`src/sv/catr_pkg.sv`:
```
// ----------------------------------------------------------------------------
// catr_pkg
// Shared types and codes for the coalescing access trace ring.
// ----------------------------------------------------------------------------
package catr_pkg;

    // Request codes
    localparam logic [1:0] REQ_RECORD = 2'd0;
    localparam logic [1:0] REQ_READ   = 2'd1;
    localparam logic [1:0] REQ_CLEAR  = 2'd2;

    // Action codes
    localparam logic [2:0] ACT_FILTERED = 3'd0;
    localparam logic [2:0] ACT_MERGED   = 3'd1;
    localparam logic [2:0] ACT_NEW      = 3'd2;
    localparam logic [2:0] ACT_HIT      = 3'd3;
    localparam logic [2:0] ACT_MISS     = 3'd4;
    localparam logic [2:0] ACT_CLEARED  = 3'd5;

    // Configuration register indexes
    localparam logic [1:0] CFG_TRACK_STACK = 2'd0;
    localparam logic [1:0] CFG_STACK_LOW   = 2'd1;
    localparam logic [1:0] CFG_STACK_HIGH  = 2'd2;

    localparam logic [15:0] STACK_LOW_RST  = 16'h2100;
    localparam logic [15:0] STACK_HIGH_RST = 16'h21FF;
    localparam logic [15:0] BYTES_MAX      = 16'hFFFF;

    typedef struct packed {
        logic [15:0] addr;
        logic [7:0]  bank;
        logic [15:0] bytes;
    } t_entry;

    typedef struct packed {
        logic        track;
        logic [15:0] low;
        logic [15:0] high;
    } t_cfg;

    typedef struct packed {
        logic [1:0]  req;
        logic [15:0] addr;
        logic [7:0]  bank;
        logic [5:0]  pos;
    } t_req;

    typedef struct packed {
        logic       vld;
        logic       from_mem;
        logic [2:0] action;
        t_entry     entry;
        logic [6:0] fill;
    } t_result;

endpackage

```
`src/sv/catr_ring_mem.sv`:
```
// ----------------------------------------------------------------------------
// catr_ring_mem
// Entry storage: one write port, one read port with registered read data.
// ----------------------------------------------------------------------------
module catr_ring_mem #(
    parameter int ENTRIES = 64
) (
    input  logic                       i_clk,
    input  logic                       i_we,
    input  logic [$clog2(ENTRIES)-1:0] i_waddr,
    input  catr_pkg::t_entry           i_wdata,
    input  logic                       i_re,
    input  logic [$clog2(ENTRIES)-1:0] i_raddr,
    output catr_pkg::t_entry           o_rdata
);
    import catr_pkg::*;

    t_entry r_mem [ENTRIES];
    t_entry r_q;

    always_ff @(posedge i_clk) begin
        if (i_we) begin
            r_mem[i_waddr] <= i_wdata;
        end
        if (i_re) begin
            r_q <= r_mem[i_raddr];
        end
    end

    assign o_rdata = r_q;

endmodule

```
`src/sv/catr_ctrl.sv`:
```
// ----------------------------------------------------------------------------
// catr_ctrl
// Ring state, filter and merge decision, result register.
// ----------------------------------------------------------------------------
module catr_ctrl #(
    parameter int ENTRIES = 64
) (
    input  logic                       i_clk,
    input  logic                       i_rst_n,
    input  logic                       i_vld,
    input  catr_pkg::t_req             i_req,
    input  catr_pkg::t_cfg             i_cfg,
    output logic                       o_we,
    output logic [$clog2(ENTRIES)-1:0] o_waddr,
    output catr_pkg::t_entry           o_wdata,
    output logic                       o_re,
    output logic [$clog2(ENTRIES)-1:0] o_raddr,
    output catr_pkg::t_result          o_res
);
    import catr_pkg::*;

    localparam int AW = $clog2(ENTRIES);
    localparam int CW = $clog2(ENTRIES + 1);
    localparam int PW = ((AW > 6) ? AW : 6) + 1;
    localparam int FW = (CW > 7) ? CW : 7;

    logic [CW-1:0] r_filled, n_filled;
    logic [AW-1:0] r_wr_pos, n_wr_pos;
    logic [AW-1:0] r_last_pos, n_last_pos;
    logic          r_last_known, n_last_known;
    t_entry        r_last, n_last;
    t_result       r_res, n_res;

    logic          filt;
    logic          merge;
    logic [15:0]   merge_bytes;
    logic [PW-1:0] pos_w;
    logic [PW-1:0] filled_w;
    logic [PW-1:0] sum_w;
    logic [PW-1:0] slot_w;
    logic [FW-1:0] fill_w;

    always_comb begin
        filt = !i_cfg.track && (i_req.addr >= i_cfg.low) && (i_req.addr <= i_cfg.high);
        merge = r_last_known && (r_last.bank == i_req.bank) &&
                (({1'b0, r_last.addr} + 17'd1 == {1'b0, i_req.addr}) ||
                 ({1'b0, i_req.addr} + 17'd1 == {1'b0, r_last.addr}));
        merge_bytes = (r_last.bytes == BYTES_MAX) ? BYTES_MAX : r_last.bytes + 16'd1;

        pos_w    = PW'(i_req.pos);
        filled_w = PW'(r_filled);
        sum_w    = PW'(r_wr_pos) + pos_w;
        slot_w   = (sum_w >= PW'(ENTRIES)) ? sum_w - PW'(ENTRIES) : sum_w;

        n_filled     = r_filled;
        n_wr_pos     = r_wr_pos;
        n_last_pos   = r_last_pos;
        n_last_known = r_last_known;
        n_last       = r_last;

        o_we    = 1'b0;
        o_waddr = r_wr_pos;
        o_wdata = '{addr: i_req.addr, bank: i_req.bank, bytes: 16'd1};
        o_re    = 1'b0;
        o_raddr = (r_filled < CW'(ENTRIES)) ? pos_w[AW-1:0] : slot_w[AW-1:0];

        n_res          = '0;
        n_res.action   = ACT_FILTERED;

        if (i_vld) begin
            unique case (i_req.req)
                REQ_RECORD: begin
                    n_res.vld = 1'b1;
                    if (filt) begin
                        n_res.action = ACT_FILTERED;
                    end else if (merge) begin
                        o_we          = 1'b1;
                        o_waddr       = r_last_pos;
                        o_wdata       = '{addr: i_req.addr, bank: r_last.bank,
                                          bytes: merge_bytes};
                        n_last        = o_wdata;
                        n_res.action  = ACT_MERGED;
                        n_res.entry   = o_wdata;
                    end else begin
                        o_we         = 1'b1;
                        n_filled     = (r_filled < CW'(ENTRIES)) ? r_filled + CW'(1)
                                                                  : r_filled;
                        n_last_pos   = r_wr_pos;
                        n_last_known = 1'b1;
                        n_wr_pos     = (r_wr_pos == AW'(ENTRIES - 1)) ? '0
                                                                       : r_wr_pos + AW'(1);
                        n_last       = o_wdata;
                        n_res.action = ACT_NEW;
                        n_res.entry  = o_wdata;
                    end
                end
                REQ_READ: begin
                    n_res.vld = 1'b1;
                    if (pos_w >= filled_w) begin
                        n_res.action = ACT_MISS;
                    end else begin
                        o_re           = 1'b1;
                        n_res.action   = ACT_HIT;
                        n_res.from_mem = 1'b1;
                    end
                end
                REQ_CLEAR: begin
                    n_res.vld    = 1'b1;
                    n_res.action = ACT_CLEARED;
                    n_filled     = '0;
                    n_wr_pos     = '0;
                    n_last_pos   = '0;
                    n_last_known = 1'b0;
                end
                default: begin
                    n_res.vld = 1'b0;
                end
            endcase
        end

        fill_w     = FW'(n_filled);
        n_res.fill = fill_w[6:0];
    end

    always_ff @(posedge i_clk) begin
        if (!i_rst_n) begin
            r_filled     <= '0;
            r_wr_pos     <= '0;
            r_last_pos   <= '0;
            r_last_known <= 1'b0;
            r_res.vld    <= 1'b0;
        end else begin
            r_filled     <= n_filled;
            r_wr_pos     <= n_wr_pos;
            r_last_pos   <= n_last_pos;
            r_last_known <= n_last_known;
            r_res.vld    <= n_res.vld;
        end
        r_last            <= n_last;
        r_res.from_mem    <= n_res.from_mem;
        r_res.action      <= n_res.action;
        r_res.entry       <= n_res.entry;
        r_res.fill        <= n_res.fill;
    end

    assign o_res = r_res;

endmodule

```
`src/sv/coalescing_access_trace_ring_core.sv`:
```
// ----------------------------------------------------------------------------
// coalescing_access_trace_ring_core
// Accepted transactions pass the request register, then the result register.
// Throughput: one transaction per cycle; busy stays low, results cannot stall.
// Timing is set by the registered read port of the entry memory.
// Reset empties the ring and loads the configuration reset values; no
// clearing pass, unwritten entries are never read.
// ----------------------------------------------------------------------------
module coalescing_access_trace_ring_core #(
    parameter int ENTRIES = 64
) (
    input  logic        i_clk,
    input  logic        i_rst_n,
    input  logic        start,
    output logic        busy,
    input  logic [1:0]  i_req_type,
    input  logic [15:0] i_access_addr,
    input  logic [7:0]  i_access_bank,
    input  logic [5:0]  i_read_position,
    output logic        o_strobe,
    output logic [2:0]  o_action,
    output logic [15:0] o_item_addr,
    output logic [7:0]  o_item_bank,
    output logic [15:0] o_item_bytes,
    output logic [6:0]  o_fill_count,
    input  logic        i_cfg_valid,
    output logic        o_cfg_ready,
    input  logic [1:0]  i_cfg_index,
    input  logic [15:0] i_cfg_data
);
    import catr_pkg::*;

    localparam int AW = $clog2(ENTRIES);

    t_cfg    r_cfg;
    logic    r_vld;
    t_req    r_req;
    logic    we;
    logic    re;
    logic [AW-1:0] waddr;
    logic [AW-1:0] raddr;
    t_entry  wdata;
    t_entry  rdata;
    t_result res;
    t_entry  out_entry;

    assign busy        = 1'b0;
    assign o_cfg_ready = 1'b1;

    always_ff @(posedge i_clk) begin
        if (!i_rst_n) begin
            r_cfg.track <= 1'b0;
            r_cfg.low   <= STACK_LOW_RST;
            r_cfg.high  <= STACK_HIGH_RST;
            r_vld       <= 1'b0;
        end else begin
            r_vld <= start && !busy;
            if (i_cfg_valid && o_cfg_ready) begin
                unique case (i_cfg_index)
                    CFG_TRACK_STACK: r_cfg.track <= i_cfg_data[0];
                    CFG_STACK_LOW:   r_cfg.low   <= i_cfg_data;
                    CFG_STACK_HIGH:  r_cfg.high  <= i_cfg_data;
                    default: begin
                    end
                endcase
            end
        end
        r_req <= '{req: i_req_type, addr: i_access_addr, bank: i_access_bank,
                   pos: i_read_position};
    end

    catr_ctrl #(
        .ENTRIES (ENTRIES)
    ) u_ctrl (
        .i_clk   (i_clk),
        .i_rst_n (i_rst_n),
        .i_vld   (r_vld),
        .i_req   (r_req),
        .i_cfg   (r_cfg),
        .o_we    (we),
        .o_waddr (waddr),
        .o_wdata (wdata),
        .o_re    (re),
        .o_raddr (raddr),
        .o_res   (res)
    );

    catr_ring_mem #(
        .ENTRIES (ENTRIES)
    ) u_mem (
        .i_clk   (i_clk),
        .i_we    (we),
        .i_waddr (waddr),
        .i_wdata (wdata),
        .i_re    (re),
        .i_raddr (raddr),
        .o_rdata (rdata)
    );

    assign out_entry    = res.from_mem ? rdata : res.entry;
    assign o_strobe     = res.vld;
    assign o_action     = res.action;
    assign o_item_addr  = out_entry.addr;
    assign o_item_bank  = out_entry.bank;
    assign o_item_bytes = out_entry.bytes;
    assign o_fill_count = res.fill;

endmodule
```
`config.mk`:
```
export PLATFORM = sky130hd
export DESIGN_NAME = coalescing_access_trace_ring_core
export DESIGN_NICKNAME = d
export VERILOG_FILES = /design/src/sv/catr_pkg.sv /design/src/sv/catr_ring_mem.sv /design/src/sv/catr_ctrl.sv /design/src/sv/coalescing_access_trace_ring_core.sv
export SDC_FILE = /design/constraint.sdc
export NUM_CORES = 2
export LEC_CHECK = 0
export BUFFER_PORTS_ARGS = -buffer_cell sky130_fd_sc_hd__buf_2
export CORE_MARGIN = 5
export CORE_UTILIZATION = 25
export CTS_CLUSTER_DIAMETER = 60
export DETAILED_ROUTE_END_ITERATION = 8
export PLACE_DENSITY = 0.37
export RECOVER_POWER = 50
export SYNTH_ARGS = -nofsm -noshare
export SYNTH_HDL_FRONTEND = slang
export SYNTH_SLANG_ARGS = --single-unit
```
`constraint.sdc`:
```
create_clock -name i_clk -period 14.5 [get_ports i_clk]
set_input_delay 2.175 -clock i_clk [delete_from_list [all_inputs] [get_ports i_clk]]
set_output_delay 2.175 -clock i_clk [all_outputs]
set_load 0.05 [all_outputs]
```
==> impl_metrics.env <==
export IMPL_skew_ns=0.04379
export IMPL_ys_types=82
export IMPL_reg2reg_depth=13
export IMPL_grt_pass1_wl_mm=491.3
export IMPL_grtUsageTotal_pct=15.53
export IMPL_rsz0062_at_grt="no"
export IMPL_grt_max_degree=105
export IMPL_core_um2=434500
export IMPL_hpwl_mm=200.5
export IMPL_synth_area_top_cells="edfxtp_1, mux4_2, dfxtp_1, mux2i_1, a211oi_1"
export IMPL_die_area_um2=449400
export IMPL_clockBufferDepth=4
export IMPL_critical_path_class="reg -> reg"
export IMPL_dp_cells=10959
export IMPL_critPathMaxFanout=68
export IMPL_placed_area_um2=118000
export IMPL_power_leakage_nw=37.23
export IMPL_cp_common_cell="clkbuf_1"
export IMPL_ys_seq_area_share_pct=75.25
export IMPL_yosys_top_cells_count="edfxtp_1, mux4_2, a211oi_1"
export IMPL_htree_levels=5
export IMPL_synth_edf_count=2640
export IMPL_fin_nets=5675
export IMPL_synth_cells=5233
export IMPL_setup_tns_ns=0
export IMPL_status="complete, but fails checks"
export IMPL_cts_root_buf="clkbuf_16"
export IMPL_dr_pass1_iters=7
export IMPL_cpMaxStageDelayCell="clkbuf_1"
export IMPL_violations="capacitance limit, slew limit"
export IMPL_die_h_um=670.4
export IMPL_cts_clk_slew_worst_paths_ns=0.06
export IMPL_min_period_ns=10.17
export IMPL_hold_viol=0
export IMPL_worst_slack_ns=4.327
export IMPL_finalSetupViolCount=0
export IMPL_antenna_found_initial=51
export IMPL_start_util_pct=25.09
export IMPL_drv_cap=48
export IMPL_cts_setup_buffers=0
export IMPL_power_density_nw_per_um2=137.9
export IMPL_tightestPinTransition_ns=4.812
export IMPL_fp_row_count=242
export IMPL_pre_cts_ws_ns=8.036
export IMPL_postSynthAreaPerCell_um2=20.83
export IMPL_dr_total_vias=54157
export IMPL_arrival_ns=10.68
export IMPL_post_route_util_pct=29.52
export IMPL_crit_chain="clkbuf_1 > xor2_1 > nor4b_1 > a2111oi_0 > a211oi_2 > nand4_1 > a21oi_4 > clkbuf_1 > mux2i_2 > buf_4 > a211oi_4 > clkbuf_1 > buf_4"
export IMPL_whs_path_depth=2
export IMPL_drive_above_1_share_pct=25.77
export IMPL_ys_flop_type="edfxtp_1"
export IMPL_max_freq_ghz=0.09830
export IMPL_wirelength_mm=358.4
export IMPL_ys_warn_count=0
export IMPL_route_detailed_drc=0
export IMPL_post_route_period_util_pct=70.16
export IMPL_ir_drop_mv=0.07983
export IMPL_fin_area_um2=128300
export IMPL_slew_viol_final=2644
export IMPL_synth_most_common_cell="edfxtp_1"
export IMPL_vias_per_cell=4.680
export IMPL_cp_num_buf_inv=5
export IMPL_grt_pass1_vias=56559
export IMPL_clk_latency_ns=0.92
export IMPL_hp_class="reg -> reg"
export IMPL_cp_required_ns=15.01
export IMPL_max_slew_margin_pct=-220.8
export IMPL_synth_fp_nets=5336
export IMPL_ant_nets=0
export IMPL_ctsHoldBuffers=0
export IMPL_synth_cell_area_um2=109000
export IMPL_crit_path_max_incr_delay_ns=2.61
export IMPL_worstSetupPathDepth=13
export IMPL_instances_no_fill=11573
export IMPL_cts_made_buffers=344
export IMPL_drt_initial_drc_count=5121
export IMPL_overflow=0
export IMPL_gp_congestion=0.7628
export IMPL_synth_top_area_share_pct=72.72
export IMPL_wl_per_cell_um=30.97
export IMPL_end_kind="register"
export IMPL_cts_tree="yes"
export IMPL_cts_resized_gates=0
export IMPL_ys_ff_latch=2778
export IMPL_synth_largest_area_cell="edfxtp_1"
export IMPL_start_kind="register"
export IMPL_port_buffers=104
export IMPL_areaGrowthSynthToFinish_pct=17.67
export IMPL_ios=107
export IMPL_cts_sinks=2778
export IMPL_crit_family="buffers and inverters"
export IMPL_die_w_um=670.4
export IMPL_synthArstFlopShare_pct=0
[registers in the layout, summed over array words and instances (netlist names)]
| signal | count |
|---|---|
| u_ctrl.r_last_pos | 6 |
| r_vld | 1 |
| r_cfg | 33 |
| u_mem.r_mem | 2560 |
| u_ctrl.filled_w | 7 |
| u_mem.o_rdata | 40 |
| r_req | 32 |
| u_ctrl.o_res | 52 |
| u_ctrl.r_last | 40 |
| u_ctrl.r_last_known | 1 |
| u_ctrl.r_wr_pos | 6 |
[cell families (layout without fill, tap and decap cells)]
kind of cell    Yosys count  after routing  share of synthesized area, %
simple gates            518            518                         2.748
fa+ha+maj                49             49                        0.5693
xor+xnor                 50             50                        0.4086
compound gates          557            557                         3.398
flops                  2778           2778                         75.25
mux                     904            904                         16.17
other cells               2              5                      0.006889
buf+inv                 375            978                         1.448
[where the power goes]
| group | switching [W] | internal, W | leakage (nW) | total (W) |
|---|---|---|---|---|
| logic | 0.000436 | 0.000232 | 8.95 | 0.000668 |
| registers | 0.0000216 | 0.00876 | 23.0 | 0.00878 |
| clock network | 0.00341 | 0.00483 | 5.24 | 0.00824 |
| total | 0.00387 | 0.0138 | 37.2 | 0.0177 |
[worst reg2reg max path, cell delays in order (launching register included)]
cell       delay, ns
dfxtp_1         0.40
clkbuf_1        2.61
xor2_1          0.75
nor4b_1         0.47
a2111oi_0       0.17
a211oi_2        0.37
nand4_1         0.47
a21oi_4         0.31
clkbuf_1        1.40
mux2i_2         0.17
buf_4           0.29
a211oi_4        0.22
clkbuf_1        1.25
buf_4           0.83
[per-stage QoR]
stage | hold WS, ns | power (W)
after floorplan | 0.4363 | 0.009350
after global placement | 0.4455 | 0.009627
after detailed placement | 0.4513 | 0.009628
after CTS | 0.4589 | 0.01796
after global routing | 0.4764 | 0.01835
final | 0.4565 | 0.01768
[placed cells by master (no fill, tap or decap), drive strengths merged, types with 4 or more instances in the layout]
cell,n
edfxtp,2640
mux4,680
clkbuf,511
a211oi,232
buf,215
a21oi,214
mux2i,178
nor2b,176
clkinv,139
dfxtp,138
nand2,115
inv,75
ha,48
and2,47
mux2,46
nor2,38
nand3,32
xor2,26
o21ai,26
nand4,25
xnor2,24
bufinv,23
nor3,23
o211ai,15
clkinvlp,15
a21o,13
a31oi,11
nand2b,9
a22o,8
and3,8
or3,8
nor4b,8
nor4,8
o21a,7
and4,4
nor3b,4
a221oi,4
[path summary, 6_finish.rpt]
| kind | from | to | slack, ns |
|---|---|---|---|
| min | r_cfg[19] | r_cfg[19] | 0.46 |
| max | r_req[27] | u_mem.r_mem[48][17] | 4.33 |
| min reg2reg | r_cfg[19] | r_cfg[19] | 0.46 |
| max reg2reg | r_req[27] | u_mem.r_mem[48][17] | 4.33 |
[routing by layer]
metal,GRT usage (%),up-vias,routed length (µm)
li1,-,22433,-
met1,21.88,29823,162100
met2,25.46,1474,170900
met3,2.310,425,17460
met4,3.320,2,7954
met5,0,-,13
[cell type report]
| class | instances | area (µm²) |
|---|---|---|
| Sequential cell | 2778 | 82050 |
| Multi-Input combinational cell | 2080 | 26090 |
| Timing Repair Buffer | 315 | 2009 |
| Inverter | 53 | 200.2 |
| Antenna cell | 3 | 7.507 |
| Clock buffer | 411 | 8966 |
| Tap cell | 5734 | 7174 |
| Clock inverter | 199 | 1780 |
| Fill cell | 42364 | 306200 |
Note: power is estimated with default switching activity, not from simulation.
